### src/rtl/core/psw_pkg.sv
`timescale 1ns / 1ps

package psw_pkg;

    localparam int MAX_PROCS_DEF = 32;

    localparam int ID_W    = 8;
    localparam int BURST_W = 16;
    localparam int PRIO_W  = 8;
    localparam int TIME_W  = 21;
    localparam int AVG_W   = 29;
    localparam int FRAC_W  = 8;

    // sized for the largest capacity of 64 jobs
    localparam int RUN_W = 22;
    localparam int SUM_W = 28;
    localparam int DVD_W = SUM_W + FRAC_W;

    localparam int S_TDATA_W  = 32;
    localparam int M_FIELDS_W = ID_W + BURST_W + PRIO_W + 2 * TIME_W + 2 * AVG_W;
    localparam int M_TDATA_W  = ((M_FIELDS_W + 7) / 8) * 8;

    typedef struct packed {
        logic [ID_W-1:0]    id;
        logic [BURST_W-1:0] burst;
        logic [PRIO_W-1:0]  prio;
    } job_t;

    localparam int JOB_W = $bits(job_t);

endpackage

### src/rtl/core/psw_ram.sv
`timescale 1ns / 1ps

module psw_ram #(
    parameter int WIDTH = 32,
    parameter int DEPTH = 32,
    localparam int AW = (DEPTH > 1) ? $clog2(DEPTH) : 1
) (
    input  logic             aclk,
    input  logic             we,
    input  logic [AW-1:0]    waddr,
    input  logic [WIDTH-1:0] wdata,
    input  logic [AW-1:0]    raddr,
    output logic [WIDTH-1:0] rdata
);

    logic [WIDTH-1:0] mem [DEPTH];

    always_ff @(posedge aclk) begin
        if (we) begin
            mem[waddr] <= wdata;
        end
        rdata <= mem[raddr];
    end

endmodule

### src/rtl/core/psw_div.sv
`timescale 1ns / 1ps

// restoring divider, one quotient bit per cycle
module psw_div #(
    parameter int DVD_W = 36,
    parameter int DVS_W = 6,
    localparam int CW = $clog2(DVD_W + 1)
) (
    input  logic             aclk,
    input  logic             aresetn,
    input  logic             start,
    input  logic [DVD_W-1:0] dividend,
    input  logic [DVS_W-1:0] divisor,
    output logic             busy,
    output logic [DVD_W-1:0] quotient
);

    logic             busy_reg, busy_next;
    logic [CW-1:0]    cnt_reg, cnt_next;
    logic [DVD_W-1:0] quo_reg, quo_next;
    logic [DVS_W-1:0] rem_reg, rem_next;
    logic [DVS_W-1:0] dvs_reg, dvs_next;
    logic [DVS_W:0]   trial;
    logic [DVS_W:0]   diff;

    assign trial = {rem_reg, quo_reg[DVD_W-1]};
    assign diff  = trial - {1'b0, dvs_reg};

    always_comb begin
        busy_next = busy_reg;
        cnt_next  = cnt_reg;
        quo_next  = quo_reg;
        rem_next  = rem_reg;
        dvs_next  = dvs_reg;
        if (start) begin
            busy_next = 1'b1;
            cnt_next  = CW'(DVD_W);
            quo_next  = dividend;
            rem_next  = '0;
            dvs_next  = divisor;
        end else if (busy_reg) begin
            if (trial >= {1'b0, dvs_reg}) begin
                rem_next = diff[DVS_W-1:0];
                quo_next = {quo_reg[DVD_W-2:0], 1'b1};
            end else begin
                rem_next = trial[DVS_W-1:0];
                quo_next = {quo_reg[DVD_W-2:0], 1'b0};
            end
            cnt_next = cnt_reg - 1'b1;
            if (cnt_reg == CW'(1)) begin
                busy_next = 1'b0;
            end
        end
    end

    always_ff @(posedge aclk) begin
        if (!aresetn) begin
            busy_reg <= 1'b0;
            cnt_reg  <= '0;
        end else begin
            busy_reg <= busy_next;
            cnt_reg  <= cnt_next;
        end
    end

    always_ff @(posedge aclk) begin
        quo_reg <= quo_next;
        rem_reg <= rem_next;
        dvs_reg <= dvs_next;
    end

    assign busy     = busy_reg;
    assign quotient = quo_reg;

endmodule

### src/rtl/core/priority_schedule_wait_times.sv
`timescale 1ns / 1ps

// Non-preemptive priority scheduler. Jobs stream in one per transaction;
// the transaction with s_tlast ends the set and the block then sorts the
// held jobs by ascending priority in place in one simple dual-port RAM
// (one read and one write a cycle) with an exchange sort. A pass over the
// sorted jobs sums the waiting and turnaround times, then two shared-nothing
// bit-serial dividers form both averages. Results leave in scheduled order,
// the last with m_tlast; a result is loaded only once the one before it has
// been taken. Jobs arriving while MAX_PROCS are held are discarded and
// m_tuser is set on every result of that set. Input is not accepted between
// the end of a set and the loading of its final result; that final result
// may still wait on m_tready while the next set loads.
module priority_schedule_wait_times #(
    parameter int MAX_PROCS = psw_pkg::MAX_PROCS_DEF
) (
    input  logic                           aclk,
    input  logic                           aresetn,
    input  logic                           s_tvalid,
    output logic                           s_tready,
    // job_id[7:0], burst_time[23:8], prio_level[31:24]
    input  logic [psw_pkg::S_TDATA_W-1:0]  s_tdata,
    input  logic                           s_tlast,
    output logic                           m_tvalid,
    input  logic                           m_tready,
    // job_id_out[7:0], burst_out[23:8], prio_out[31:24], wait_time[52:32],
    // turnaround_time[73:53], avg_wait_fx[102:74], avg_turn_fx[131:103], zero pad
    output logic [psw_pkg::M_TDATA_W-1:0]  m_tdata,
    // dropped_flag
    output logic                           m_tuser,
    output logic                           m_tlast
);

    import psw_pkg::*;

    localparam int AW    = (MAX_PROCS > 1) ? $clog2(MAX_PROCS) : 1;
    localparam int CNT_W = $clog2(MAX_PROCS + 1);
    localparam int PAD_W = M_TDATA_W - M_FIELDS_W;

    typedef enum logic [9:0] {
        S_LOAD = 10'b0000000001,
        S_LDI  = 10'b0000000010,
        S_GETI = 10'b0000000100,
        S_CMP  = 10'b0000001000,
        S_WRI  = 10'b0000010000,
        S_SUM  = 10'b0000100000,
        S_DST  = 10'b0001000000,
        S_DIV  = 10'b0010000000,
        S_ORD  = 10'b0100000000,
        S_OLD  = 10'b1000000000
    } state_t;

    state_t state_reg, state_next;

    logic [CNT_W-1:0] count_reg, count_next;
    logic             ovf_reg, ovf_next;
    logic [CNT_W-1:0] n_reg, n_next;
    logic [CNT_W-1:0] i_reg, i_next;
    logic [CNT_W-1:0] j_reg, j_next;
    logic [CNT_W-1:0] k_reg, k_next;
    logic             vld_reg, vld_next;
    logic             m_tvalid_reg, m_tvalid_next;

    job_t             cur_reg, cur_next;
    logic [RUN_W-1:0] run_reg, run_next;
    logic [SUM_W-1:0] sw_reg, sw_next;
    logic [SUM_W-1:0] st_reg, st_next;

    logic [ID_W-1:0]    oid_reg, oid_next;
    logic [BURST_W-1:0] oburst_reg, oburst_next;
    logic [PRIO_W-1:0]  oprio_reg, oprio_next;
    logic [TIME_W-1:0]  owait_reg, owait_next;
    logic [TIME_W-1:0]  oturn_reg, oturn_next;
    logic [AVG_W-1:0]   oavgw_reg, oavgw_next;
    logic [AVG_W-1:0]   oavgt_reg, oavgt_next;
    logic               odrop_reg, odrop_next;
    logic               olast_reg, olast_next;

    logic             we;
    logic [AW-1:0]    waddr;
    job_t             wdata;
    logic [AW-1:0]    raddr;
    logic [JOB_W-1:0] ram_rdata;
    job_t             rd;

    logic             div_start;
    logic             div_w_busy, div_t_busy;
    logic [DVD_W-1:0] quo_w, quo_t;

    logic             full;
    logic [CNT_W-1:0] count_inc, i_inc, j_inc, k_inc;
    logic [RUN_W-1:0] run_add;
    job_t             in_job;

    assign rd        = ram_rdata;
    assign full      = (count_reg == CNT_W'(MAX_PROCS));
    assign count_inc = count_reg + 1'b1;
    assign i_inc     = i_reg + 1'b1;
    assign j_inc     = j_reg + 1'b1;
    assign k_inc     = k_reg + 1'b1;
    assign run_add   = run_reg + RUN_W'(rd.burst);

    assign in_job.id    = s_tdata[ID_W-1:0];
    assign in_job.burst = s_tdata[ID_W+BURST_W-1:ID_W];
    assign in_job.prio  = s_tdata[ID_W+BURST_W+PRIO_W-1:ID_W+BURST_W];

    psw_ram #(
        .WIDTH(JOB_W),
        .DEPTH(MAX_PROCS)
    ) u_job_ram (
        .aclk (aclk),
        .we   (we),
        .waddr(waddr),
        .wdata(wdata),
        .raddr(raddr),
        .rdata(ram_rdata)
    );

    psw_div #(
        .DVD_W(DVD_W),
        .DVS_W(CNT_W)
    ) u_div_wait (
        .aclk    (aclk),
        .aresetn (aresetn),
        .start   (div_start),
        .dividend({sw_reg, FRAC_W'(0)}),
        .divisor (n_reg),
        .busy    (div_w_busy),
        .quotient(quo_w)
    );

    psw_div #(
        .DVD_W(DVD_W),
        .DVS_W(CNT_W)
    ) u_div_turn (
        .aclk    (aclk),
        .aresetn (aresetn),
        .start   (div_start),
        .dividend({st_reg, FRAC_W'(0)}),
        .divisor (n_reg),
        .busy    (div_t_busy),
        .quotient(quo_t)
    );

    always_comb begin
        state_next    = state_reg;
        count_next    = count_reg;
        ovf_next      = ovf_reg;
        n_next        = n_reg;
        i_next        = i_reg;
        j_next        = j_reg;
        k_next        = k_reg;
        vld_next      = 1'b0;
        m_tvalid_next = m_tvalid_reg & ~m_tready;
        cur_next      = cur_reg;
        run_next      = run_reg;
        sw_next       = sw_reg;
        st_next       = st_reg;
        oid_next      = oid_reg;
        oburst_next   = oburst_reg;
        oprio_next    = oprio_reg;
        owait_next    = owait_reg;
        oturn_next    = oturn_reg;
        oavgw_next    = oavgw_reg;
        oavgt_next    = oavgt_reg;
        odrop_next    = odrop_reg;
        olast_next    = olast_reg;
        we            = 1'b0;
        waddr         = '0;
        wdata         = cur_reg;
        raddr         = '0;
        div_start     = 1'b0;

        case (state_reg)
            S_LOAD: begin
                if (s_tvalid) begin
                    if (!full) begin
                        we         = 1'b1;
                        waddr      = count_reg[AW-1:0];
                        wdata      = in_job;
                        count_next = count_inc;
                    end else begin
                        ovf_next = 1'b1;
                    end
                    if (s_tlast) begin
                        n_next     = full ? count_reg : count_inc;
                        i_next     = '0;
                        state_next = S_LDI;
                    end
                end
            end
            S_LDI: begin
                raddr      = i_reg[AW-1:0];
                state_next = S_GETI;
            end
            S_GETI: begin
                // entry i lives in cur_reg for the whole inner pass
                cur_next = rd;
                j_next   = i_inc;
                raddr    = i_inc[AW-1:0];
                if (i_inc >= n_reg) begin
                    k_next     = '0;
                    run_next   = '0;
                    sw_next    = '0;
                    st_next    = '0;
                    state_next = S_SUM;
                end else begin
                    state_next = S_CMP;
                end
            end
            S_CMP: begin
                if (cur_reg.prio > rd.prio) begin
                    we       = 1'b1;
                    waddr    = j_reg[AW-1:0];
                    wdata    = cur_reg;
                    cur_next = rd;
                end
                raddr  = j_inc[AW-1:0];
                j_next = j_inc;
                if (j_inc >= n_reg) begin
                    state_next = S_WRI;
                end
            end
            S_WRI: begin
                we         = 1'b1;
                waddr      = i_reg[AW-1:0];
                wdata      = cur_reg;
                i_next     = i_inc;
                raddr      = i_inc[AW-1:0];
                state_next = S_GETI;
            end
            S_SUM: begin
                raddr = k_reg[AW-1:0];
                if (k_reg < n_reg) begin
                    vld_next = 1'b1;
                    k_next   = k_inc;
                end
                if (vld_reg) begin
                    sw_next  = sw_reg + SUM_W'(run_reg);
                    run_next = run_add;
                    st_next  = st_reg + SUM_W'(run_add);
                end
                if (k_reg == n_reg) begin
                    state_next = S_DST;
                end
            end
            S_DST: begin
                div_start  = 1'b1;
                state_next = S_DIV;
            end
            S_DIV: begin
                if (!div_w_busy && !div_t_busy) begin
                    k_next     = '0;
                    run_next   = '0;
                    state_next = S_ORD;
                end
            end
            S_ORD: begin
                if (!m_tvalid_reg || m_tready) begin
                    raddr      = k_reg[AW-1:0];
                    state_next = S_OLD;
                end
            end
            S_OLD: begin
                m_tvalid_next = 1'b1;
                oid_next      = rd.id;
                oburst_next   = rd.burst;
                oprio_next    = rd.prio;
                owait_next    = run_reg[TIME_W-1:0];
                oturn_next    = run_add[TIME_W-1:0];
                oavgw_next    = quo_w[AVG_W-1:0];
                oavgt_next    = quo_t[AVG_W-1:0];
                odrop_next    = ovf_reg;
                olast_next    = (k_inc == n_reg);
                run_next      = run_add;
                if (k_inc == n_reg) begin
                    count_next = '0;
                    ovf_next   = 1'b0;
                    state_next = S_LOAD;
                end else begin
                    k_next     = k_inc;
                    state_next = S_ORD;
                end
            end
            default: begin
                state_next = S_LOAD;
            end
        endcase
    end

    always_ff @(posedge aclk) begin
        if (!aresetn) begin
            state_reg    <= S_LOAD;
            count_reg    <= '0;
            ovf_reg      <= 1'b0;
            vld_reg      <= 1'b0;
            m_tvalid_reg <= 1'b0;
        end else begin
            state_reg    <= state_next;
            count_reg    <= count_next;
            ovf_reg      <= ovf_next;
            vld_reg      <= vld_next;
            m_tvalid_reg <= m_tvalid_next;
        end
    end

    always_ff @(posedge aclk) begin
        n_reg      <= n_next;
        i_reg      <= i_next;
        j_reg      <= j_next;
        k_reg      <= k_next;
        cur_reg    <= cur_next;
        run_reg    <= run_next;
        sw_reg     <= sw_next;
        st_reg     <= st_next;
        oid_reg    <= oid_next;
        oburst_reg <= oburst_next;
        oprio_reg  <= oprio_next;
        owait_reg  <= owait_next;
        oturn_reg  <= oturn_next;
        oavgw_reg  <= oavgw_next;
        oavgt_reg  <= oavgt_next;
        odrop_reg  <= odrop_next;
        olast_reg  <= olast_next;
    end

    assign s_tready = (state_reg == S_LOAD);
    assign m_tvalid = m_tvalid_reg;
    assign m_tdata  = {PAD_W'(0), oavgt_reg, oavgw_reg, oturn_reg, owait_reg,
                       oprio_reg, oburst_reg, oid_reg};
    assign m_tuser  = odrop_reg;
    assign m_tlast  = olast_reg;

endmodule

### config.mk
export PLATFORM = sky130hd
export DESIGN_NAME = priority_schedule_wait_times
export DESIGN_NICKNAME = d
export VERILOG_FILES = /design/src/rtl/core/psw_pkg.sv /design/src/rtl/core/psw_ram.sv /design/src/rtl/core/psw_div.sv /design/src/rtl/core/priority_schedule_wait_times.sv
export SDC_FILE = /design/constraint.sdc
export NUM_CORES = 2
export LEC_CHECK = 0
export BUFFER_PORTS_ARGS = -buffer_cell sky130_fd_sc_hd__buf_2
export CAP_MARGIN = 10
export CORE_AREA = 2 2 350 352
export CTS_BUF_LIST = sky130_fd_sc_hd__clkbuf_2 sky130_fd_sc_hd__clkbuf_4 sky130_fd_sc_hd__clkbuf_8
export CTS_CLUSTER_SIZE = 10
export DETAILED_ROUTE_END_ITERATION = 7
export DIE_AREA = 0 0 352 354
export PLACE_DENSITY = 0.76
export SETUP_SLACK_MARGIN = 0.2
export SLEW_MARGIN = 10
export SYNTH_ARGS = -nofsm -noshare
export SYNTH_HDL_FRONTEND = slang
export SYNTH_SLANG_ARGS = --single-unit
### constraint.sdc
create_clock -name aclk -period 18.6 [get_ports aclk]
set_input_delay 0.93 -clock aclk [delete_from_list [all_inputs] [get_ports aclk]]
set_output_delay 0.93 -clock aclk [all_outputs]
set_load 0.05 [all_outputs]
==> run_results.csv <==
group,metric,value,unit
run_status,result_of_the_run,"finished, violations left",
run_status,violations_in_the_final_reports,"DRC",
synth,synth.top_cell.area_share,0.678,
route,met2RoutedLength,71.1,mm
layout,largest_reg_flops,1024,
global_routing,grt_antenna_before_repair,13,
layout,top_register,"u_job_ram.mem",
global_routing,first_global_vias,38140,
setup_path,worst_setup_path_class,"reg -> reg",
power_and_ir_drop,vdd.ir_drop.worst,0.0000723,V
global_routing,grt_start_max_net_pins,185,
layout,final_layout_size_suffix_gt1_frac,0.133,
synth,synth.yosys.seq_area_share,0.709,
floorplanning,design.portCount,177,
route,drt_wl_total,157,mm
synth,synthCells,4821,
setup_path,worst_setup_path_endpoint,"u_job_ram.mem[14][30]$_DFFE_PP_",
sta,slew_headroom,0.156,
route,top_signal_layer_used,"met5",
route,post-route-drc-count,3,
synth,ys_warn_count,0,
setup_path,ff_to_ff_end,"u_job_ram.mem[14][30]$_DFFE_PP_",
synth,netlist_area,60000,um2
setup_path,number_of_buffer_and_inverter_stages_on_the_critical_path,1,
placement,io_buffer_count,172,
cts,cts_hold_buf,0,
cts,setup_repair_bufs_after_cts,0,
floorplanning,fp.dieArea,125000,um2
setup_path,cp_data_required_time,19.10,ns
setup_path,worstReg2RegStart,"state_reg[1]$_SDFFE_PN0P_",
global_routing,grt_remaining_overflow,0,
synth,postSynthAreaPerCell,12.4,um2
setup_path,reg2regPathDepth,9,
sta,hold_fails_final_rpt,0,
synth,synth-edff-count,1354,
floorplanning,core.rowCount,128,
setup_path,critPathLaunch,"state_reg[1]$_SDFFE_PN0P_",
global_routing,gr-usage-all-layers,0.245,
job,drv.max_cap_violation_count,0,
route,dr_wl_met3,18.9,mm
synth,yosys_register_bits,1447,
route,via_count,40087,
sta,timing.final.crit_share,0.309,
synth,synth_top_flop_cell,"sky130_fd_sc_hd__edfxtp_1",
sta,fmax,174,MHz
setup_path,crit_family,"simple AND/OR/NAND/NOR gates",
cts,cts-buffers-inserted,215,
route,ant_nets,0,
placement,place_ws,13.00,ns
cts,cts-root-to-sink-buffers,3,
placement,last_weighted_congestion_value_of_the_routability_driven_placer,0.899,
power_and_ir_drop,p_per_area,118,nW/um2
route,routed_wire_length_per_instance,22.9,um
cts,clockRootBuffer,"sky130_fd_sc_hd__clkbuf_8",
route,starting_drc_count_in_detailed_routing,5510,
sta,worst_pin_slew,1.26,ns
floorplanning,core,121000,um2
cts,cts-resized-gates,0,
route,wl_met1,60.3,mm
synth,yosys.area.top_type,"sky130_fd_sc_hd__edfxtp_1",
setup_path,critPathMaxFanout,35,
layout,fin_nets,5174,
setup_path,critPathLaunchType,"flop",
floorplanning,die_h,354,um
setup_path,cpPeakStageDelay,0.95,ns
setup_path,worstSetupEndpointType,"flop",
cts,clock_tree_from_tritoncts,"yes",
synth,yosysMostFrequentCell,"sky130_fd_sc_hd__edfxtp_1",
sta,period_minus_slack,5.75,ns
setup_path,cp.arrival,6.26,ns
setup_path,r2r_slack,12.85,ns
synth,leading_post_synthesis_cells_by_cell_area,"sky130_fd_sc_hd__edfxtp_1 (68%), sky130_fd_sc_hd__nand2_1 (7.7%), sky130_fd_sc_hd__nand3_1 (4.3%)",
sta,finalSetupViolCount,0,
setup_path,worstPathCellList,"nor4_4, and4b_1, and2_1, and2_2, a22oi_1, nand2_1, nand3_1, nor2_4, buf_4",
worst_hold_path,worst_hold_path_type,"in -> reg",
synth,synth_top_cells_by_count,"sky130_fd_sc_hd__edfxtp_1 (1354), sky130_fd_sc_hd__nand2_1 (1229), sky130_fd_sc_hd__nand3_1 (520)",
synth,synth_async_sr_flop_share,0,
sta,drv_slew,0,
power_and_ir_drop,leakagePower,0.0240,uW
sta,fin_ws,12.85,ns
cts,numClockSinks,1447,
floorplanning,die_w,352,um
route,viasPerCell,5.86,
placement,place.detailed.hpwl,89.6,mm
cts,insertion_delay,0.91,ns
sta,timing.setup.tns,0,ns
floorplanning,initial_utilization,0.496,
layout,count_of_fill_cells_added_during_filler_insertion,9511,
layout,layout-area-overhead-vs-synth,11.8,%
setup_path,worstSetupPathDepth,9,
cts,htree_levels,4,
cts,clkSlewWorstSetupHoldPaths,0.06,ns
sta,unrepaired_setup_endpoints_after_global_routing,"false",
route,detail_route.first_pass.iterations,8,
sta,fin_worst_skew,0.0490,ns
global_routing,grt_first_pass_wirelength,232,mm
synth,yosysUniqueCellTypes,82,
setup_path,cp_slowest_cell,"sky130_fd_sc_hd__and2_2",
-- per-layer routing --
layer / vias to the layer above / track usage
li1: 17847 / -
met1: 19427 / 0.336
met2: 2446 / 0.377
met3: 361 / 0.0584
met4: 6 / 0.104
met5: - / 0
-- placed cells by master (no fill, tap or decap), drive strengths merged, types with 25 or more instances in the layout --
master  count
edfxtp   1354
nand2    1229
nand3     520
clkbuf    294
a21oi     255
buf       239
nor2      232
ha        108
o21ai     101
dfxtp      93
clkinv     89
inv        63
xnor2      50
and3       45
xor2       43
nor2b      38
mux2i      32
mux2       31
nand2b     30
nor3       30
nor4       27
a21o       26
a21boi     26
a22oi      25
-- power by group --
group	internal (uW)	switching (uW)	total (uW)	leakage, uW
Sequential	3880	141	4020	0.0132
Clock	1390	1230	2620	0.00231
Combinational	373	899	1270	0.00846
-- area by class of cell --
| cell class | instances | area (um2) | share of cell area |
|---|---|---|---|
| multi-input combinational | 3064 | 16500 | 0.246 |
| sequential | 1447 | 42500 | 0.634 |
| antenna | 4 | 10.0 | 0.000149 |
| inverter | 57 | 219 | 0.00326 |
| timing repair buffer | 239 | 1410 | 0.0211 |
| clock buffer | 294 | 3610 | 0.0538 |
| tap | 1625 | 2030 | 0.0303 |
| clock inverter | 108 | 791 | 0.0118 |
-- how the worst min path moves through the flow --
stage                                 startpoint                         to  slack (ns)  cells past startpoint
6_report                                 s_tlast  state_reg[0]$_SDFFE_PN1P_        0.40                      4
3_5_place_dp                ovf_reg$_SDFFE_PN0P_          m_tuser$_DFFE_PN_        0.43                      0
4_1_cts                                  s_tlast  state_reg[0]$_SDFFE_PN1P_        0.35                      4
5_1_grt                                  s_tlast  state_reg[0]$_SDFFE_PN1P_        0.39                      4
2_1_floorplan        u_job_ram.rdata[24]$_DFF_P_      cur_reg[24]$_DFFE_PP_        0.40                      0
3_3_place_gp   u_div_turn.quotient[14]$_DFFE_PP_    oavgt_reg[14]$_DFFE_PN_        0.43                      0
-- tightest hold or removal path: cells and delay by family --
family	cells	cell delay [ns]
AND/OR/NAND/NOR	3	0.22
buffers and inverters	1	0.10
-- logic make-up (layout without fill, tap and decap cells) --
family | count (synthesis) | count (layout) | share of synthesized area
buffers and inverters | 313 | 698 | 0.0224
other | 1 | 8 | 0.0000625
muxes | 63 | 63 | 0.0112
AOI/OAI and AO/OA | 570 | 570 | 0.0583
DFF | 1447 | 1447 | 0.709
and+or+nand+nor | 2221 | 2221 | 0.162
adders and majority gates | 113 | 113 | 0.0242
xor gates and xnor gates | 93 | 93 | 0.0136
-- stage by stage --
stage | cells | instance area, um2 | hold WS, ns | utilization | total power, uW
after global placement | 6431 | 62700 | 0.434 | 0.518 | 5290
after global routing | 6834 | 67100 | 0.390 | 0.555 | 8170
after floorplan | 4824 | 60000 | 0.404 | - | 4860
after CTS | 6834 | 67100 | 0.353 | 0.555 | 7900
after detailed placement | 6432 | 62700 | 0.434 | 0.518 | 5320
final | 6838 | 67100 | 0.403 | 0.555 | 7910
Power figures use the tool's default switching activity.
